$ cat config.mk
export PLATFORM = sky130hd
export DESIGN_NAME = fefq_cfg_regs
export DESIGN_NICKNAME = d
export VERILOG_FILES = /design/src/design/fefq_pkg.sv /design/src/design/fefq_cfg_regs.sv
export SDC_FILE = /design/constraint.sdc
export NUM_CORES = 1
export LEC_CHECK = 0
export BUFFER_PORTS_ARGS = -buffer_cell sky130_fd_sc_hd__buf_2
export CAP_MARGIN = 25
export CORE_ASPECT_RATIO = 1.5
export CORE_MARGIN = 2
export CORE_UTILIZATION = 55
export CTS_CLUSTER_SIZE = 16
export DETAILED_ROUTE_END_ITERATION = 8
export GPL_TIMING_DRIVEN = 1
export PLACE_DENSITY_LB_ADDON = 0.08
export SETUP_SLACK_MARGIN = 0.4
export SLEW_MARGIN = 20
export SYNTH_ARGS = -nofsm -noshare
export SYNTH_HDL_FRONTEND = slang
export SYNTH_SLANG_ARGS = --single-unit
$ cat constraint.sdc
create_clock -name clk_i -period 1.9 [get_ports clk_i]
set_input_delay 0.095 -clock clk_i [delete_from_list [all_inputs] [get_ports clk_i]]
set_output_delay 0.095 -clock clk_i [all_outputs]
set_load 0.02 [all_outputs]
$ cat src/design/fefq_pkg.sv
// Shared constants and types for the filtered event fan-out queues.
// Used by every module of the block but fefq_ram; no dependencies of its own.
`timescale 1ns / 1ps

package fefq_pkg;

  localparam int unsigned QueueDepth      = 32;
  localparam int unsigned SubscriberCount = 5;
  localparam int unsigned EventWidth      = 32;

  localparam int unsigned AddrW   = $clog2(QueueDepth);
  localparam int unsigned CntW    = $clog2(QueueDepth + 1);
  localparam int unsigned SubIdxW = 3;

  // configuration port
  localparam int unsigned CfgIdxW   = 3;
  localparam int unsigned CfgDataW  = 32;
  localparam logic [CfgIdxW-1:0] CfgEnable  = 3'd0;
  localparam logic [CfgIdxW-1:0] CfgFilter0 = 3'd1;

  // item kinds
  localparam logic KindPost = 1'b0;
  localparam logic KindRead = 1'b1;

  // stream payload widths, rounded up to whole bytes
  localparam int unsigned InDataW  = ((EventWidth + SubIdxW + 7) / 8) * 8;
  localparam int unsigned OutDataW = ((EventWidth + 2 * SubscriberCount + 7) / 8) * 8;

  typedef struct packed {
    logic                  kind;
    logic [SubIdxW-1:0]    sub;
    logic [EventWidth-1:0] word;
  } item_t;

  typedef struct packed {
    logic [SubscriberCount-1:0]            we;
    logic [SubscriberCount-1:0][AddrW-1:0] waddr;
    logic [EventWidth-1:0]                 wdata;
    logic [SubscriberCount-1:0]            re;
    logic [SubscriberCount-1:0][AddrW-1:0] raddr;
  } ram_req_t;

  typedef struct packed {
    logic [SubscriberCount-1:0] pop;
    logic [SubscriberCount-1:0] delivered;
    logic [SubscriberCount-1:0] pending;
  } rslt_t;

endpackage

$ cat src/design/fefq_cfg_regs.sv
// Configuration registers: subscriber enable bits and per-subscriber filters.
// Depends on fefq_pkg.
`timescale 1ns / 1ps

module fefq_cfg_regs (
  input  logic                                                  clk_i,
  input  logic                                                  rst_ni,
  input  logic                                                  cfg_we_i,
  input  logic [fefq_pkg::CfgIdxW-1:0]                          cfg_idx_i,
  input  logic [fefq_pkg::CfgDataW-1:0]                         cfg_wdata_i,
  output logic [fefq_pkg::SubscriberCount-1:0]                  enable_o,
  output logic [fefq_pkg::SubscriberCount-1:0][fefq_pkg::EventWidth-1:0] filter_o
);

  logic [fefq_pkg::SubscriberCount-1:0]                          enable_q;
  logic [fefq_pkg::SubscriberCount-1:0][fefq_pkg::EventWidth-1:0] filter_q;

  always_ff @(posedge clk_i or negedge rst_ni) begin
    if (!rst_ni) begin
      enable_q <= '0;
      filter_q <= '1;
    end else if (cfg_we_i) begin
      if (cfg_idx_i == fefq_pkg::CfgEnable) begin
        enable_q <= cfg_wdata_i[fefq_pkg::SubscriberCount-1:0];
      end
      for (int s = 0; s < fefq_pkg::SubscriberCount; s++) begin
        if (cfg_idx_i == fefq_pkg::CfgIdxW'(int'(fefq_pkg::CfgFilter0) + s)) begin
          filter_q[s] <= cfg_wdata_i[fefq_pkg::EventWidth-1:0];
        end
      end
    end
  end

  assign enable_o = enable_q;
  assign filter_o = filter_q;

endmodule

; After elaboration in Yosys (flattened, before gate mapping)
; Index checks and enable logic that the tools add are counted.
; W data, S select, Z words.
[totals]
ff_bits = 165
word_cells = 18
inputBits = 38
out_inout_bits = 165
[op_classes]
n_reduce_logical = 7
n_eq_ne = 5
[ops]
columns = operator, n
row1 = $reduce_and A2 Y1, 6
row2 = $eq A3 B2 Y1 const B, 2
row3 = $eq A3 B3 Y1 const B, 2
row4 = $eq A3 B1 Y1 const B, 1
row5 = $logic_not A3 Y1, 1

; Logic depth before layout (Yosys ltp)
[logic_depth]
ltp_word = 2
mapped_depth = 4
ltp_nobuf = 2

; Worst setup path before layout
; No wires, ideal clock.
[synth_timing]
path_kind = input to register
startpoint = input port cfg_idx_i[1] (netlist bit)
endpoint = register filter_q (netlist bit filter_o[0])
path_slack_ns = 0.836
t_arrival_ns = 0.982
path_stages = 4
required_time_ns = 1.818
setup_time_ns = 0.082
path_buffers = 2
path_cell_list = nor4bb_1 > buf_4 > buf_12 > mux2_4
[synth_between]
elab_chain_len = 2
[synth_lines]
columns = element, line_no
row1 = "start, declared", fefq_cfg_regs.sv:9  ; input logic [fefq_pkg::CfgIdxW-1:0] cfg_idx_i,
row2 = $eq A3 B1 Y1, fefq_cfg_regs.sv:27  ; if (cfg_idx_i == fefq_pkg::CfgIdxW'(int'(fefq_pkg::CfgFilter0) + s)) begin
row3 = $reduce_and A2 Y1 (no line), --
row4 = "end signal, assigned by index", fefq_cfg_regs.sv:28  ; filter_q[s] <= cfg_wdata_i[fefq_pkg::EventWidth-1:0];
row5 = "end, declared", fefq_cfg_regs.sv:16  ; logic [fefq_pkg::SubscriberCount-1:0][fefq_pkg::EventWidth-1:0] filter_q;
; Every way passes these cells.
; A chain may end at the register's enable or synchronous reset.

; Worst setup path in the final report
[layout_timing]
startpoint = register filter_q (netlist bit filter_o[5])
endpoint = output port filter_o[5] (netlist bit)
[layout_lines]
columns = element, line_no
row1 = "end, declared", fefq_cfg_regs.sv:12  ; output logic [fefq_pkg::SubscriberCount-1:0][fefq_pkg::EventWidth-1:0] filter_o
; No word-level cell between the ends.

==> impl_results.md <==
- Outcome: complete, no violations
- Clock transition at path regs: approximately 0.06 ns
- All-layer global routing usage: 0.233
- Slew HR: 0.673
- # IOs: between 200 and 250
- Worst vdd ir: between 0.0007 and 0.0008 V
- Layout cells sized above 1: 0.921
- Setup TNS: 0 ns
- DRT antenna net count: 0
- Leak pwr: approximately 3.9 nW
- Clock Latency Late Sink: 0.41 ns
- Vias per inst: 5.19
- Gate Count Post-Synth: around 350
- Design area: 0.00866 sq mm
- Inserted Diodes: 0
- Core Region: about 0.012 sq mm
- Slowest cell on the critical path: dfstp_2
- WP buf/inv: 1
- WHS: between 0.02 and 0.03 ns
- Syn Area/Cell: between 15 and 20 sq um
- Fin nets: roughly 640
- Skew final: 0 ns
- Register area share after synthesis: 0.660
- Max H-tree Level: 4
- Post-synthesis cell type count: 12
- Maximum clock rate: roughly 800 MHz
- Routability cong.: roughly 0.73
- Routed wire length per instance: roughly 19 um
- Final Cycle Share: 0.642
- Placed inst area: 0.00778 sq mm
- Pwr dens: 1330 mW/mm^2
- Power Total: around 12 mW
- Endpoints failing hold: 0
- Largest net degree at the start of global routing: 67
- Initial core utilization: 0.566
- Post-Syn Area: 0.00656 sq mm
- Post-cts resize count: 0
- Post-layout min period: 1.22 ns
- Placed Cells: between 600 and 700
- Drt pass-1 iters: 4
- Worst-Margin Slew: 0.489 ns
- Maxcap violations: 0
- Worst Hold Class: in -> reg
- Setup WS post-layout: around 0.68 ns
- Synth Warn #: 0
- First-pass GRT wire length: 22,500 um
- DIE AREA: between 0.01 and 0.015 sq mm
- CTS Sinks: ~170
- Row cnt: 48
- #FFs+latches synth: about 170
- Chip Height: between 100 and 150 um
- Post-Layout Cell Count: around 760
- CP Class: reg -> out
- Crit path launch type: flip-flop
- Number of global-route vias before repair: slightly above 4,000
- Grt ovf: 0
- RSZ-0062 raised after global routing: false
- # DRC: 0
- Slew Viols, Final: 0
- Max FO, Critical Path: 2
- Final setup viols: 0
- Net Count, Synth: 392
- Area grow syn2layout: 31.9%
- Crit path DAT: between 1 and 1.5 ns
- Bufs on Longest Clock Path: 2
- CTS tree: yes
- Initial antenna violation count: 0
- CP Capture Type: output port
- Top delay family on crit path: flip-flops
- Final wirelength: around 14,000 um
- Via count: just under 4,000
- Detail Placement HPWL: ~9400 um
- Util after Layout: 0.747
- Die Wd: ~93 um
- CP Cell Sequence: buf_2
- Pre-CTS WS: about 0.47 ns
- WP data required: roughly 1.8 ns
- CTS buffer count: 17
- CP max stage delay: around 0.53 ns
- Initial DRC count: between 90 and 100
- Port buffer count: a little over 200
- Root buf cell: clkbuf_16
## routing by layer
layer  GRT usage  vias up  part of all wire
met4      0.0891        0             0.018
li1            -     1752                 -
met5           0        -                 0
met3      0.0673       18             0.056
met2       0.389      141              0.52
met1       0.288     2026              0.40
## flip-flops by register name (all words and copies together) (netlist names)
signal	flops
filter_o	160
enable_o	5
## power breakdown
| group | leakage [nW] | total [mW] | internal (mW) | switching, mW |
|---|---|---|---|---|
| clock network | 0.269 | 3.25 | 1.95 | 1.30 |
| logic | 1.87 | 3.04 | 1.28 | 1.76 |
| registers | 1.74 | 5.23 | 4.83 | 0.394 |
| total | 3.88 | 11.5 | 8.06 | 3.45 |
## placed cells by master, fill, tap and decap left out
master | synthesis | layout
buf_12 | 3 | 7
buf_2 | 6 | 201
buf_4 | 3 | 1
buf_6 | 6 | 1
bufinv_16 | 0 | 2
clkbuf_1 | 0 | 3
clkbuf_16 | 0 | 17
clkbuf_8 | 0 | 1
clkinv_2 | 0 | 3
clkinv_4 | 0 | 2
clkinvlp_4 | 0 | 2
dfrtp_1 | 5 | 5
dfstp_2 | 160 | 160
dlygate4sd3_1 | 0 | 32
mux2_1 | 8 | 8
mux2_2 | 127 | 127
mux2_4 | 30 | 30
nand4b_2 | 2 | 2
nor4b_4 | 1 | 1
nor4bb_4 | 0 | 3
## synth_stat cells
master | number | area (sq um)
dfstp_2 | 160 | 4200
mux2_2 | 127 | 1430
mux2_4 | 30 | 450
mux2_1 | 8 | 90.1
buf_2 | 6 | 30.0
buf_6 | 6 | 67.6
dfrtp_1 | 5 | 125
buf_12 | 3 | 60.1
buf_4 | 3 | 22.5
nor4bb_1 | 3 | 30.0
nand4b_2 | 2 | 30.0
nor4b_4 | 1 | 23.8
## worst paths after layout
kind	start	to	slack, ns	depth (start not counted)
max in group asynchronous	rst_ni	filter_o[60]$_DFFE_PN1P_	0.93	3
min reg2reg	enable_o[2]$_DFFE_PN0P_	enable_o[2]$_DFFE_PN0P_	0.50	1
max	filter_o[5]$_DFFE_PN1P_	filter_o[5]	0.68	1
min	cfg_wdata_i[0]	filter_o[0]$_DFFE_PN1P_	0.03	2
min in group asynchronous	rst_ni	enable_o[2]$_DFFE_PN0P_	0.22	2
max reg2reg	filter_o[38]$_DFFE_PN1P_	filter_o[38]$_DFFE_PN1P_	1.14	1
## cell type report
type	count	area [sq um]
sequential	165	4330
clock inverter	9	108
tap	150	188
timing repair buffer	242	1490
multi-input combinational	171	2100
fill	738	2930
clock buffer	21	450
## timing repair
item | 4_1_cts | 5_1_grt
hold endpoints to repair | 207 | 0
buffers inserted | 0 | 0
hold buffers | 32 | 0
## kinds of logic (layout without fill, tap and decap cells)
logic type | Yosys count | after routing | share of synthesized area
buffers and inverters | 18 | 272 | 0.0274
DFF | 165 | 165 | 0.660
muxes | 165 | 165 | 0.300
and+or+nand+nor | 6 | 6 | 0.0128
Note: power is estimated with default switching activity, not from simulation.
