--- src/design/fefq_ram.sv ---
// Generic single-write, single-read RAM with a registered read port.
// Stand-alone; no package dependency.
`timescale 1ns / 1ps

module fefq_ram #(
  parameter int unsigned Width = 32,
  parameter int unsigned Depth = 32
) (
  input  logic                     clk_i,
  input  logic                     we_i,
  input  logic [$clog2(Depth)-1:0] waddr_i,
  input  logic [Width-1:0]         wdata_i,
  input  logic                     re_i,
  input  logic [$clog2(Depth)-1:0] raddr_i,
  output logic [Width-1:0]         rdata_o
);

  logic [Width-1:0] mem_q [Depth];
  logic [Width-1:0] rdata_q;

  always_ff @(posedge clk_i) begin
    if (we_i) begin
      mem_q[waddr_i] <= wdata_i;
    end
    // hold the last read data while no read is issued
    if (re_i) begin
      rdata_q <= mem_q[raddr_i];
    end
  end

  assign rdata_o = rdata_q;

endmodule

--- config.mk ---
export PLATFORM = sky130hd
export DESIGN_NAME = fefq_ram
export DESIGN_NICKNAME = d
export VERILOG_FILES = /design/src/design/fefq_ram.sv
export SDC_FILE = /design/constraint.sdc
export NUM_CORES = 1
export LEC_CHECK = 0
export BUFFER_PORTS_ARGS = -buffer_cell sky130_fd_sc_hd__buf_2
export CELL_PAD_IN_SITES_DETAIL_PLACEMENT = 0
export CELL_PAD_IN_SITES_GLOBAL_PLACEMENT = 2
export CORE_ASPECT_RATIO = 0.75
export CORE_UTILIZATION = 42
export CTS_BUF_LIST = sky130_fd_sc_hd__clkbuf_16
export DETAILED_ROUTE_END_ITERATION = 7
export MAX_ROUTING_LAYER = met4
export PLACE_DENSITY_LB_ADDON = 0.1
export SYNTH_ARGS = -nofsm -noshare
export SYNTH_HDL_FRONTEND = slang
export SYNTH_SLANG_ARGS = --single-unit
--- constraint.sdc ---
create_clock -name clk_i -period 3.1 [get_ports clk_i]
set_input_delay 0.465 -clock clk_i [delete_from_list [all_inputs] [get_ports clk_i]]
set_output_delay 0.465 -clock clk_i [all_outputs]
set_load 0.1 [all_outputs]
# After elaboration in Yosys (flattened, before gate mapping)
# Memory sizes are Yosys's and may differ from the RTL's. A register that Yosys moved wholly into a read port is not among the register bits.
# Cells that the tools add are included.
[totals] reg_bits=0 mem_bits_rw=1024 in_bits=45 output_inout_bits=32 word_cells=3 memories=1
[classes] mux=2
[memory_table] memory="mem_q" depth=32 word_bits=32 rd=1 rd_clocked_by_memory_dff=1 write_ports=1 line_no="18" rtl="logic [Width-1:0] mem_q [Depth];"
[op_table] op="$mux 1" n=2

# Depth between registers and ports, before layout
# Gate-level depths: netlist (run 1).
[depth] depth_word=2 ltp_mapped=8 ltp_nobuf=5

# Worst setup path before layout (run 1)
# Ideal clock, no wire load.
[synth_timing] path_type="in2reg" start="input waddr_i[1]" end="memory mem_q[12][0] (enable)" setup_ps=421 t_arrival_ps=2478 required_time_ps=2679 setup_slack_ps=201 path_stages=3 n_path_buf=1 cell_sequence="or3b_2 > clkbuf_1 > nor2_1"
[synth_lines] element="start, declared" line_no="11" rtl="input logic [$clog2(Depth)-1:0] waddr_i,"
[synth_lines] element="end, declared" line_no="18"
# No word-level cell before the write port.

# Worst setup path in the final report (run 1)
[layout_timing] start="register rdata_q[13] (netlist: rdata_o[13]), read port of mem_q" end="output rdata_o[13]"
[layout_lines] element="start, declared" line_no="19" rtl="logic [Width-1:0] rdata_q;"
[layout_lines] element="end, declared" line_no="15" rtl="output logic [Width-1:0] rdata_o"
# No word-level cell between the ends.

==> results.sh, run 1 <==
export IMPL_status="completed"
export IMPL_yosysMostFrequentCell="edfxtp_1"
export IMPL_ys_flop_type="edfxtp_1"
export IMPL_crit_path_start_kind="flip-flop"
export IMPL_final_nets=2471
export IMPL_regToRegSetupSlack_ps=1530
export IMPL_drt_iter0_drc=2008
export IMPL_ctsResizeCount=0
export IMPL_grt_first_pass_wirelength_um=161000
export IMPL_syn_area_per_cell_um2=18.1
export IMPL_critPathMaxFanout=1
export IMPL_max_slew_margin_rel=0.364
export IMPL_worstHoldPathType="input pin to flip-flop"
export IMPL_post_place_ws_ps=572
export IMPL_synth_top_area_share=0.777
export IMPL_start_util=0.426
export IMPL_fin_crit_sh=0.705
export IMPL_crit_type="flip-flop to output port"
export IMPL_die_w_um=362
export IMPL_fin_tns_setup_ps=0
export IMPL_cts_tree="done"
export IMPL_crit_slowest_cell="buf_2"
export IMPL_drtAntennaViolNets=0
export IMPL_crit_chain="buf_2"
export IMPL_rsz0062_at_grt="false"
export IMPL_insertion_delay_ps=700
export IMPL_fill_cells=7936
export IMPL_fin_skew_ps=23.9
export IMPL_cts_clk_slew_worst_paths_ps=60
export IMPL_h_tree_depth=3
export IMPL_grt_pass1_vias=21400
export IMPL_port_buffers=76
export IMPL_synth_cell_types=24
export IMPL_grt_max_degree=71
export IMPL_vias_per_cell=5.61
export IMPL_p_per_area_nw_per_um2=633
export IMPL_power_mw=29.7
export IMPL_clk_path_buf_depth=3
export IMPL_yosys_area_top_type="edfxtp_1"
export IMPL_dieArea_um2=98400
export IMPL_routed_wl_um=115000
export IMPL_cp_arrival_ps=1720
export IMPL_cts_root_buf="clkbuf_16"
export IMPL_dr_total_vias=21400
export IMPL_fmax_mhz=457
export IMPL_core_area_um2=95800
export IMPL_cts_buffers=104
export IMPL_synthTopCellsByCount="edfxtp_1, mux2i_1, nand2_1, nand3_1"
export IMPL_die_h_um=272
export IMPL_cellLeakagePower_nw=16.3
export IMPL_min_period_ps=2190
export IMPL_post_cts_setup_buffer_count=0
export IMPL_finalHoldViolations=0
export IMPL_drive_gt1_frac=0.147
export IMPL_antenna_found_initial=12
export IMPL_wl_per_cell_um=30.1
export IMPL_grt_use_total=0.241
export IMPL_area_growth_pct=14.9
export IMPL_peakVddDrop_mv=0.484
export IMPL_report_final_slew_viol_count=0
export IMPL_ys_seq_area_frac=0.777
export IMPL_io_pins=77
export IMPL_max_slew_worst_pin_slew_ps=954
export IMPL_dp_hpwl_um=60900
export IMPL_cts_sinks=1056
export IMPL_rows=98
export IMPL_place_congestion=0.744
export IMPL_syn_area_um2=40800
export IMPL_final_area_um2=46900
export IMPL_path_delay_family="buffers and inverters"
export IMPL_setup_viol=0
export IMPL_dr_pass1_iters=5
export IMPL_synthArstFlopShare=0
export IMPL_max_cap_violations=0
export IMPL_end_kind="output port"
export IMPL_multi_input_area_um2=8610
export IMPL_dp_cells=3620
export IMPL_cp_required_ps=2630
export IMPL_place_area_um2=43700
export IMPL_synth_edff_count=1056
export IMPL_slowest_delay_ps=510
export IMPL_path_buf_inv=1
export IMPL_timing_final_ws_setup_ps=913
export IMPL_ff_latch_area_um2=31700
export IMPL_drc=0
export IMPL_stdcell_count=3809
export IMPL_synthCells=2260
export IMPL_overflow=0
export IMPL_synth_area_leaders="edfxtp_1, mux2i_1, a22oi_1"
export IMPL_yosys_warnings=0
export IMPL_synth_seq_cells=1056
export IMPL_syn_nets=2305
export IMPL_cts_hold_buffers=0
-- final timing paths --
| kind | depth (start not counted) | startpoint | end |
|---|---|---|---|
| setup / recovery | 1 | rdata_o[13]$_DFFE_PP_ | rdata_o[13] |
| hold / removal | 1 | wdata_i[13] | mem_q[0][13]$_DFFE_PP_ |
| setup reg to reg | 5 | mem_q[1][28]$_DFFE_PP_ | rdata_o[28]$_DFFE_PP_ |
| hold reg to reg | 4 | mem_q[16][18]$_DFFE_PP_ | rdata_o[18]$_DFFE_PP_ |
-- through the flow --
stage,hold slack (ps),utilization
2_1_floorplan,564,-
3_3_place_gp,666,0.457
3_5_place_dp,665,0.457
4_1_cts,223,0.489
5_1_grt,259,0.489
6_report,260,0.489
-- state kept, by name, summed over array words and instances, names as in the netlist --
| signal | cells |
|---|---|
| rdata_o | 32 |
| mem_q | 1024 |
-- worst register-to-register path, cell delays in order (launching register included) --
cell and delay [ps]:
edfxtp_1 360, mux2i_1 150, a22o_1 170, nor3_1 60, a31oi_1 430, nand3_1 140
-- kinds of logic (layout without fill, tap and decap cells) --
family,count (synthesis),in the layout,share of synthesized area
AO/OA/AOI/OAI,288,288,0.0481
buffers and inverters,127,374,0.0185
other,0,2,0
flip-flops,1056,1056,0.777
multiplexers,512,512,0.126
AND/OR/NAND/NOR,277,277,0.0308
-- metal layers --
metal	routed length (µm)	GRT usage	vias up	share of wire
li1	-	-	9344	-
met1	54200	0.347	11300	0.47
met2	53100	0.366	590	0.46
met3	5370	0.0341	146	0.047
met4	2030	0.0487	0	0.018
met5	0	-	-	0
-- cell type report --
class	instances	area share
tap	1300	0.0347
clock inverter	81	0.0104
clock buffer	106	0.0566
antenna	2	0.000107
multi-input combinational	1077	0.184
sequential	1056	0.677
timing repair buffer	187	0.0379
-- cells in the final DEF, fill, tap and decap left out --
| cell | instances |
|---|---|
| inv_6 | 2 |
| nor3_1 | 32 |
| bufinv_16 | 5 |
| clkinv_1 | 24 |
| a22oi_1 | 96 |
| nand3b_1 | 5 |
| nor2_1 | 1 |
| or2_2 | 1 |
| a22o_1 | 64 |
| nand2b_2 | 2 |
| a31oi_1 | 32 |
| buf_4 | 67 |
| clkinv_2 | 25 |
| or3_1 | 1 |
| clkbuf_16 | 106 |
| nand2_2 | 1 |
| edfxtp_1 | 1056 |
| buf_2 | 75 |
| nor2b_4 | 1 |
| and2b_4 | 1 |
| nor2_4 | 33 |
| or3b_2 | 3 |
| diode_2 | 2 |
| buf_8 | 1 |
| nand3_1 | 98 |
| and2_4 | 1 |
| mux2i_1 | 512 |
| a21oi_1 | 96 |
| buf_12 | 44 |
| nand2_1 | 97 |
| inv_1 | 24 |
| clkinv_8 | 1 |
-- where the power goes --
group / switching [mW] / internal [mW]
Combinational: 1.32 / 0.515
Clock: 5.27 / 6.56
Sequential: 0.0683 / 15.9
No activity file was read; power rests on OpenSTA's default activity.
==> run 2, diff against run 1 <==
clock period = 2.25 ns   (was 3.1 ns; I/O delays follow)
==> run 2 against run 1 <==
Routed wire length shrank 0.14%. Clock power grew 46%. Utilization grew 1.1 points. Sequential share of layout area shrank 1.5 points. Combinational power grew 44%. Critical path type unchanged. Largest cell class unchanged. Clock skew shrank 11 ps. Sequential power grew 38%. Register-to-register slack lost 830 ps.
==> results.sh, run 2 (synthesized netlist as in run 1, its figures left out) <==
export IMPL_drive_gt1_frac=0.162
export IMPL_crit_path_start_kind="flip-flop"
export IMPL_hold_path_depth=1
export IMPL_cts_root_buf="clkbuf_16"
export IMPL_start_util=0.426
export IMPL_power_mw=41.9
export IMPL_cts_buffers=102
export IMPL_fmax_mhz=490
export IMPL_clk_path_buf_depth=3
export IMPL_ctsResizeCount=0
export IMPL_path_delay_family="flip-flops"
export IMPL_cp_required_ps=1910
export IMPL_insertion_delay_ps=660
export IMPL_final_nets=2515
export IMPL_critPathMaxFanout=1
export IMPL_worstHoldPathType="input pin to flip-flop"
export IMPL_cts_clk_slew_worst_paths_ps=60
export IMPL_dr_total_vias=21600
export IMPL_reg2reg_from="mem_q[7][19]$_DFFE_PP_"
export IMPL_finalHoldViolations=0
export IMPL_crit_chain="buf_2"
export IMPL_clock_power_share=0.410
export IMPL_port_buffers=76
export IMPL_final_core_util=0.500
export IMPL_fin_tns_setup_ps=0
export IMPL_rsz0062_at_grt="false"
export IMPL_drtAntennaViolNets=0
export IMPL_drc=0
export IMPL_peakVddDrop_mv=0.660
export IMPL_crit_cells=1
export IMPL_power_internal_mw=32.7
export IMPL_dp_hpwl_um=65200
export IMPL_end_kind="output port"
export IMPL_routed_wl_um=114000
export IMPL_max_cap_violations=0
export IMPL_dr_pass1_iters=5
export IMPL_rr_worst_depth=5
export IMPL_die_h_um=272
export IMPL_final_cell_mix="edfxtp_1, mux2i_1, clkbuf_16"
export IMPL_crit_type="flip-flop to output port"
export IMPL_post_place_ws_ps=62.0
export IMPL_grt_first_pass_wirelength_um=161000
export IMPL_grt_max_degree=47
export IMPL_p_per_area_nw_per_um2=874
export IMPL_pwr_share_seq=0.527
export IMPL_fin_skew_ps=13.0
export IMPL_fin_crit_sh=0.906
export IMPL_die_w_um=362
export IMPL_io_pins=77
export IMPL_status="completed"
export IMPL_timing_final_ws_setup_ps=211
export IMPL_min_period_ps=2040
export IMPL_post_cts_setup_buffer_count=0
export IMPL_overflow=0
export IMPL_cts_sinks=1056
export IMPL_h_tree_depth=3
export IMPL_antenna_found_initial=8
export IMPL_top_register="mem_q"
export IMPL_cts_tree="done"
export IMPL_cp_arrival_ps=1700
export IMPL_dieArea_um2=98400
export IMPL_max_slew_worst_pin_slew_ps=625
export IMPL_slowest_delay_ps=540
export IMPL_cellLeakagePower_nw=16.7
export IMPL_p_comb_frac=0.063
export IMPL_grt_use_total=0.241
export IMPL_cp_startpoint="rdata_o[11]$_DFFE_PP_"
export IMPL_netSwitchingPower_mw=9.13
export IMPL_vias_per_cell=5.61
export IMPL_final_common_cell="edfxtp_1"
export IMPL_hold_start="wdata_i[11]"
export IMPL_core_area_um2=95800
export IMPL_drt_iter0_drc=1958
export IMPL_report_final_slew_viol_count=0
export IMPL_sw_frac_of_total=0.218
export IMPL_wl_per_cell_um=29.7
export IMPL_setup_viol=0
export IMPL_max_slew_margin_rel=0.584
export IMPL_place_congestion=0.757
export IMPL_crit_slowest_cell="edfxtp_1"
export IMPL_place_area_um2=44600
export IMPL_largest_register_ffs=1024
export IMPL_area_growth_pct=17.4
export IMPL_path_buf_inv=1
export IMPL_cts_hold_buffers=0
export IMPL_grt_pass1_vias=21500
export IMPL_rows=98
export IMPL_fill_cells=7865
export IMPL_final_area_um2=47900
==> run 2: cell types whose count changed in the layout (fill, tap and decap cells not counted) <==
cell / before / now
clkinvlp_4: 0 / 6
inv_1: 24 / 18
clkinv_1: 24 / 28
inv_6: 2 / 1
clkinv_2: 25 / 12
buf_4: 67 / 71
clkinv_8: 1 / 0
buf_12: 44 / 86
bufinv_16: 5 / 15
clkbuf_16: 106 / 103
==> run 2: per-layer routing <==
layer	up-vias	wire length, µm	GRT usage
met3	145	6110	0.0343
li1	9448	-	-
met2	595	49200	0.337
met5	-	0	-
met4	0	1880	0.0488
met1	11400	57300	0.372
==> run 2: power by group through the flow <==
stage | logic, mW | clock network, mW | registers (mW)
floorplan | 1.13 | 0 | 22.8
global placement | 2.62 | 0 | 22.5
detailed placement | 2.65 | 0 | 22.5
CTS | 2.65 | 17.5 | 22.1
global route | 2.79 | 18.3 | 22.1
finish | 2.63 | 17.2 | 22.1
==> run 2: area by class of cell <==
cell class	count	area, µm²	area share
tap	1300	1630	0.0339
clock buffer	103	2580	0.0538
antenna	2	5.00	0.000104
clock inverter	80	737	0.0154
sequential	1056	31700	0.662
multi-input combinational	1077	8610	0.180
timing repair buffer	233	2650	0.0552
==> run 2: stage by stage <==
step | hold slack, ps | std cells
4_1_cts | 127 | 3849
3_3_place_gp | 666 | 3666
2_1_floorplan | 436 | 2260
3_5_place_dp | 665 | 3666
5_1_grt | 167 | 3849
6_report | 161 | 3851
==> run 2: path summary, 6_finish.rpt <==
check	endpoint	slack [ps]
setup reg to reg	rdata_o[19]$_DFFE_PP_	700
hold / removal	mem_q[4][11]$_DFFE_PP_	160
hold reg to reg	rdata_o[30]$_DFFE_PP_	670
setup / recovery	rdata_o[11]	210
