`src/design/fefq_pkg.sv`:
```
// Shared constants and types for the filtered event fan-out queues.
// Used by every module of the block but fefq_ram; no dependencies of its own.
`timescale 1ns / 1ps

package fefq_pkg;

  localparam int unsigned QueueDepth      = 32;
  localparam int unsigned SubscriberCount = 5;
  localparam int unsigned EventWidth      = 32;

  localparam int unsigned AddrW   = $clog2(QueueDepth);
  localparam int unsigned CntW    = $clog2(QueueDepth + 1);
  localparam int unsigned SubIdxW = 3;

  // configuration port
  localparam int unsigned CfgIdxW   = 3;
  localparam int unsigned CfgDataW  = 32;
  localparam logic [CfgIdxW-1:0] CfgEnable  = 3'd0;
  localparam logic [CfgIdxW-1:0] CfgFilter0 = 3'd1;

  // item kinds
  localparam logic KindPost = 1'b0;
  localparam logic KindRead = 1'b1;

  // stream payload widths, rounded up to whole bytes
  localparam int unsigned InDataW  = ((EventWidth + SubIdxW + 7) / 8) * 8;
  localparam int unsigned OutDataW = ((EventWidth + 2 * SubscriberCount + 7) / 8) * 8;

  typedef struct packed {
    logic                  kind;
    logic [SubIdxW-1:0]    sub;
    logic [EventWidth-1:0] word;
  } item_t;

  typedef struct packed {
    logic [SubscriberCount-1:0]            we;
    logic [SubscriberCount-1:0][AddrW-1:0] waddr;
    logic [EventWidth-1:0]                 wdata;
    logic [SubscriberCount-1:0]            re;
    logic [SubscriberCount-1:0][AddrW-1:0] raddr;
  } ram_req_t;

  typedef struct packed {
    logic [SubscriberCount-1:0] pop;
    logic [SubscriberCount-1:0] delivered;
    logic [SubscriberCount-1:0] pending;
  } rslt_t;

endpackage

```
`src/design/fefq_queue_ctrl.sv`:
```
// Queue control: ring pointers and free counts per subscriber, filter match,
// and the write/read requests to the subscriber RAM banks. Depends on fefq_pkg.
`timescale 1ns / 1ps

module fefq_queue_ctrl (
  input  logic                                                  clk_i,
  input  logic                                                  rst_ni,
  input  logic                                                  accept_i,
  input  fefq_pkg::item_t                                       item_i,
  input  logic [fefq_pkg::SubscriberCount-1:0]                  enable_i,
  input  logic [fefq_pkg::SubscriberCount-1:0][fefq_pkg::EventWidth-1:0] filter_i,
  output fefq_pkg::ram_req_t                                    req_o,
  output fefq_pkg::rslt_t                                       rslt_o
);

  localparam int unsigned Sc = fefq_pkg::SubscriberCount;
  localparam logic [fefq_pkg::CntW-1:0]  CntFull = fefq_pkg::CntW'(fefq_pkg::QueueDepth);
  localparam logic [fefq_pkg::AddrW-1:0] PtrLast =
      fefq_pkg::AddrW'(fefq_pkg::QueueDepth - 1);

  logic [Sc-1:0][fefq_pkg::AddrW-1:0] wptr_q, wptr_d;
  logic [Sc-1:0][fefq_pkg::AddrW-1:0] rptr_q, rptr_d;
  logic [Sc-1:0][fefq_pkg::CntW-1:0]  free_q, free_d;
  logic [Sc-1:0]                      post, pop;

  always_comb begin
    wptr_d = wptr_q;
    rptr_d = rptr_q;
    free_d = free_q;
    for (int s = 0; s < Sc; s++) begin
      post[s] = accept_i && (item_i.kind == fefq_pkg::KindPost) && enable_i[s] &&
                (free_q[s] != '0) && (|(item_i.word & filter_i[s]));
      pop[s]  = accept_i && (item_i.kind == fefq_pkg::KindRead) &&
                (item_i.sub == fefq_pkg::SubIdxW'(s)) && enable_i[s] &&
                (free_q[s] != CntFull);
      if (post[s]) begin
        free_d[s] = free_q[s] - 1'b1;
        wptr_d[s] = (wptr_q[s] == PtrLast) ? '0 : wptr_q[s] + 1'b1;
      end
      if (pop[s]) begin
        free_d[s] = free_q[s] + 1'b1;
        rptr_d[s] = (rptr_q[s] == PtrLast) ? '0 : rptr_q[s] + 1'b1;
      end
    end
  end

  always_ff @(posedge clk_i or negedge rst_ni) begin
    if (!rst_ni) begin
      wptr_q <= '0;
      rptr_q <= '0;
      for (int s = 0; s < Sc; s++) begin
        free_q[s] <= CntFull;
      end
    end else begin
      wptr_q <= wptr_d;
      rptr_q <= rptr_d;
      free_q <= free_d;
    end
  end

  always_comb begin
    req_o.we    = post;
    req_o.waddr = wptr_q;
    req_o.wdata = item_i.word;
    req_o.re    = pop;
    req_o.raddr = rptr_q;
    rslt_o.pop       = pop;
    rslt_o.delivered = post;
    for (int s = 0; s < Sc; s++) begin
      rslt_o.pending[s] = (free_d[s] != CntFull);
    end
  end

`ifndef SYNTH
  for (genvar g = 0; g < Sc; g++) begin : g_chk
    a_free_range: assert property (@(posedge clk_i) disable iff (!rst_ni)
      free_q[g] <= CntFull)
      else $error("free count above queue depth");

    a_pop_frees: assert property (@(posedge clk_i) disable iff (!rst_ni)
      pop[g] |=> (free_q[g] == $past(free_q[g]) + 1'b1))
      else $error("pop did not free a slot");
  end

  a_post_read_excl: assert property (@(posedge clk_i) disable iff (!rst_ni)
    !((|post) && (|pop)))
    else $error("post and pop in the same cycle");

  a_single_pop: assert property (@(posedge clk_i) disable iff (!rst_ni)
    $onehot0(pop))
    else $error("more than one queue popped");
`endif

endmodule

```
`config.mk`:
```
export PLATFORM = sky130hd
export DESIGN_NAME = fefq_queue_ctrl
export DESIGN_NICKNAME = d
export VERILOG_FILES = /design/src/design/fefq_pkg.sv /design/src/design/fefq_queue_ctrl.sv
export SDC_FILE = /design/constraint.sdc
export NUM_CORES = 1
export LEC_CHECK = 0
export BUFFER_PORTS_ARGS = -buffer_cell sky130_fd_sc_hd__buf_2
export CAP_MARGIN = 20
export CORE_AREA = 2 2 121 123
export DETAILED_ROUTE_END_ITERATION = 10
export DIE_AREA = 0 0 123 125
export GPL_ROUTABILITY_DRIVEN = 0
export GPL_TIMING_DRIVEN = 0
export PLACE_DENSITY = 0.78
export SLEW_MARGIN = 20
export SYNTH_ARGS = -nofsm -noshare
export SYNTH_HDL_FRONTEND = slang
export SYNTH_SLANG_ARGS = --single-unit
export TNS_END_PERCENT = 50
```
`constraint.sdc`:
```
create_clock -name clk_i -period 2.65 [get_ports clk_i]
set_input_delay 0.53 -clock clk_i [delete_from_list [all_inputs] [get_ports clk_i]]
set_output_delay 0.53 -clock clk_i [all_outputs]
set_load 0.01 [all_outputs]
```
# After elaboration in Yosys (flattened, before gate mapping)
# Index checks and enable logic that the tools add are counted.
# totals
regBits,80
out_inout_bits,107
ram_bits,0
mem_bits_ro,0
input_bits,204
mem_count,0
wordCells,128
latch_bits,0
# classes
multipliers,0
n_eq_ne,24
addsub,20
shifts,0
n_lt_le_gt_ge,0
n_mux,20
n_div,0
n_bitwise,6
reduce_logical,43
# op_table
cell,count
$and 32x32->32,5
$reduce_or 32->1,5
$mux 6,10
$ne 6x6->1 const B,10
$add 5x1->5 const B,10
$eq 5x5->1 const B,10
$mux 5,10
$logic_and 1x1->1,32
$add 6x1->6 const B,5
$reduce_bool 6->1,5
$sub 6x1->6 const B,5
$eq 3x2->1 const B,2
$eq 3x1->1 const B,1
$eq 3x3->1 const B,1
$logic_not 3->1,1
$not 1->1,1

# Longest topological paths before layout
# logic_depth
ltp_word,8
mapped_depth,12

# Worst setup path before layout
# OpenSTA, ideal clock, no wires.
# synth_path
path_kind,register -> output
start,reg free_q[6] (netlist bit)
end,out rslt_o[1] (netlist bit)
setup_slack_ns,-0.324
path_stages_with_launch,12
t_arrival_ns,2.444
cell_sequence,dfrtp_1 clkbuf_1 inv_1 ha_1 nor4b_1 nand2_1 nand2_2 inv_2 or4_1 o41ai_1 xnor2_1 nand4bb_1
# synth_rtl
item,line_no,rtl
from (decl),fefq_queue_ctrl.sv:23,"logic [Sc-1:0][fefq_pkg::CntW-1:0] free_q, free_d;"
"from (signal, indexed assignment)",fefq_queue_ctrl.sv:52,free_q[s] <= CntFull;
from (signal assigned),fefq_queue_ctrl.sv:57,free_q <= free_d;
to (decl),fefq_queue_ctrl.sv:13,output fefq_pkg::rslt_t rslt_o

==> metrics.txt <==
outcome=finished with violations; failing checks=setup timing; number of DRC violations after detailed routing=0; Final HPWL DP=16800 um; total of fill cells in the finished design=1155; Top-Level Pins=311; Synth Area in XOR/XNOR=0.0363; number of instances in the synthesized netlist=631; combinational family with the most area after synthesis=compound AO/OA/AOI/OAI gates; pin count of the biggest net entering global routing=56; number of buffers added by the clock tree synthesis step=9; count leader, synth=sky130_fd_sc_hd__a22oi_1; routed via count=6678; share of synthesized area occupied by flip-flops and latches=0.347; number of levels the H-tree was split into=3; post-synthesis share of cell area spent on full adders, half adders and majority gates=0.0756; portion of netlist area occupied by mux cells=0.0389; arrival time reported for the critical path endpoint=2800 ps; number of enable-type register cells in the synthesized netlist=0; top cell type's share of synthesized area=0.324; sequential power share=0.352; top cells by count, synth=sky130_fd_sc_hd__a22oi_1, sky130_fd_sc_hd__dfrtp_1, sky130_fd_sc_hd__nand2_1; wire length after detailed routing=22400 um; reg-to-reg critical path startpoint=free_q[6]; Worst Setup End Kind=primary output; number of warnings reported in the yosys synthesis log=0; maximum count of clock buffers along a single path=2; cell-internal power=3.84 mW; area fraction in compound gates after synthesis=0.215; number of cells on the worst reg-to-reg path=10; final clock period utilization by the worst path=1.26; Netlist Area Pre-Place=5790 sq um; clock-pin slew on the worst setup and hold paths=60 ps; type of the worst min-delay path=in -> async; Final Critical Period=3330 ps; Port Buffer Count=310; Root Buffer=sky130_fd_sc_hd__clkbuf_16; Core ar.=14200 sq um; Worst Slack Setup Final=-684 ps; Synth area leader=sky130_fd_sc_hd__dfrtp_1; total count of max-transition violations in the final report=0; top cells by area in the synthesized netlist=sky130_fd_sc_hd__dfrtp_1, sky130_fd_sc_hd__a22oi_1, sky130_fd_sc_hd__ha_1; R2R Path End=free_q[11]; total power=6.17 mW; share of total power in the clock network=0.214; most frequently used flop master after synthesis=sky130_fd_sc_hd__dfrtp_1; Final ANT Viol Nets=0; max capacitance violation total=0; number of nets produced by synthesis=870; Via density=5.62; setup TNS=-2650 ps; GRT overflow=0; portion of total power attributed to combinational logic=0.433; fraction of layout cells with a size suffix above 1=0.544; area overhead of the layout relative to synthesis=53.4%; R2R setup slack=450 ps; Clock Sinks=80; post-synthesis simple-gate area fraction=0.206; Synth cell types=66; row count=44; highest achievable clock rate=0.300 GHz; static leakage power=4.50 nW; type of the worst setup path=in -> out; Max Fanout on Critical Path=11; Finish-stage setup viols=8; Worst setup SP type=input pin; width of the die=123 um; data required time at the worst endpoint=2120 ps; first-pass GRT wire length=33700 um; share of total power consumed by net switching=0.378; fraction of synthesis flops using an asynchronous set or reset pin=1.00; Total Routing Usage GR=0.282; detailed-router iteration count before antenna repair=5; net switching component of the power=2.34 mW; power density cells=695 nW/um^2; die outline area=15400 sq um; Max rail drop VDD=0.533 mV; average cell area after synthesis=9.18 sq um; Starting Density=0.408; number of storage elements in the synthesis netlist=80; Die Y=125 um; number of design-rule violations left by the first detailed-router iteration=537; setup repair after global routing missed its margin=true; Total Nets Final=1237; number of global-route vias before repair=6412; clock latency reported for the late side of the worst-skew pair=340 ps; worst-case headroom to the max-slew limit=0.671; number of failing hold endpoints at the final stage=0; actual slew at the worst max-slew pin=490 ps; setup clock skew after layout=7.05 ps; number of antenna violations at the first check in global routing=2; clock tree from TritonCTS=built; average wire length per cell after detail routing=18.8 um
[routing by layer]
layer  vias up  share of wire  global-route usage
met5         -              0                   0
met4         0          0.027              0.0882
met3        68           0.11               0.110
met2       411           0.45               0.435
met1      3115           0.41               0.362
li1       3084              -                   -
[power by group through the flow]
stage	sequential, mW	clock (mW)	combinational, mW
2_1_floorplan	2.13	0	1.31
3_3_place_gp	2.14	0	2.05
3_5_place_dp	2.15	0	2.13
4_1_cts	2.13	1.34	2.51
5_1_grt	2.24	1.39	2.94
6_report	2.18	1.32	2.68
[worst max-delay path: stages]
cell	delay, ps
sky130_fd_sc_hd__buf_4	150
sky130_fd_sc_hd__a22oi_1	370
sky130_fd_sc_hd__nand4_1	240
sky130_fd_sc_hd__nor4_4	170
sky130_fd_sc_hd__buf_4	190
sky130_fd_sc_hd__nor2_2	70
sky130_fd_sc_hd__buf_6	150
sky130_fd_sc_hd__nor3_2	170
sky130_fd_sc_hd__o31a_1	170
sky130_fd_sc_hd__or4b_4	470
sky130_fd_sc_hd__buf_6	140
[placed cells by master, fill, tap and decap left out, types with 4 or more instances in the layout]
master,count
sky130_fd_sc_hd__nand2b_1,6
sky130_fd_sc_hd__nand4_1,24
sky130_fd_sc_hd__nand3b_1,4
sky130_fd_sc_hd__buf_4,99
sky130_fd_sc_hd__nor2_1,30
sky130_fd_sc_hd__a22oi_2,36
sky130_fd_sc_hd__a21oi_1,16
sky130_fd_sc_hd__buf_6,19
sky130_fd_sc_hd__nor4b_4,4
sky130_fd_sc_hd__ha_1,33
sky130_fd_sc_hd__xnor2_1,11
sky130_fd_sc_hd__nand3_1,13
sky130_fd_sc_hd__mux2_2,20
sky130_fd_sc_hd__clkbuf_16,9
sky130_fd_sc_hd__dfstp_2,5
sky130_fd_sc_hd__o31ai_1,4
sky130_fd_sc_hd__o21ai_0,38
sky130_fd_sc_hd__clkbuf_1,4
sky130_fd_sc_hd__nor4_4,4
sky130_fd_sc_hd__and3_1,15
sky130_fd_sc_hd__buf_2,285
sky130_fd_sc_hd__nor3_1,14
sky130_fd_sc_hd__dfrtp_1,70
sky130_fd_sc_hd__or4_4,5
sky130_fd_sc_hd__inv_2,10
sky130_fd_sc_hd__or3_1,4
sky130_fd_sc_hd__nand2_1,67
sky130_fd_sc_hd__xor2_1,12
sky130_fd_sc_hd__inv_1,7
sky130_fd_sc_hd__dfrtp_2,5
sky130_fd_sc_hd__a22oi_1,45
[sequential cells by signal (all words and copies together), names as in the netlist]
name and flops:
req_o 50, free_q 30
[timing repair]
action | 4_1_cts | 5_1_grt
endpoints found under the setup margin | 17 | 13
endpoints found under the hold margin | 0 | 0
hold buffers | 0 | 0
pin swaps | 40 | 27
gates cloned | 0 | 0
resized for setup | 111 | 38
setup buffers | 38 | 10
[kinds of logic after synthesis]
kind of cell | after synthesis
flip-flops | 80
multiplexers | 20
XOR/XNOR | 24
adder cells (fa/ha/maj) | 35
buffers and inverters | 76
AND/OR/NAND/NOR | 222
AO/OA/AOI/OAI | 174
[worst max-delay path by stage]
stage / end / cells after the start / startpoint / slack (ps)
after CTS: rslt_o[4] / 10 / free_q[24] / -690
after floorplan: rslt_o[4] / 9 / free_q[24] / -160
after global routing: rslt_o[4] / 10 / free_q[25] / -800
final: rslt_o[4] / 11 / item_i[25] / -680
after global placement: rslt_o[3] / 11 / item_i[14] / -1010
after detailed placement: rslt_o[3] / 11 / item_i[14] / -1040
[metrics by stage]
stage	setup slack, ps	util	hold slack (ps)	cell area, sq um	instances
2_1_floorplan	-158	-	234	5850	631
3_3_place_gp	-1010	0.537	491	7630	1125
3_5_place_dp	-1040	0.539	471	7660	1126
4_1_cts	-688	0.610	113	8670	1178
5_1_grt	-798	0.626	127	8890	1188
6_report	-684	0.626	110	8890	1188
[final cells by class]
| class | instances | area, sq um | area share |
|---|---|---|---|
| Multi-Input combinational cell | 475 | 3730 | 0.420 |
| Clock inverter | 3 | 65.1 | 0.00732 |
| Antenna cell | 1 | 2.50 | 0.000282 |
| Clock buffer | 13 | 250 | 0.0282 |
| Inverter | 22 | 105 | 0.0118 |
| Tap cell | 184 | 230 | 0.0259 |
| Buffer | 51 | 397 | 0.0446 |
| Sequential cell | 80 | 2010 | 0.227 |
| Timing Repair Buffer | 359 | 2090 | 0.235 |
(Power assumes the default switching activity.)
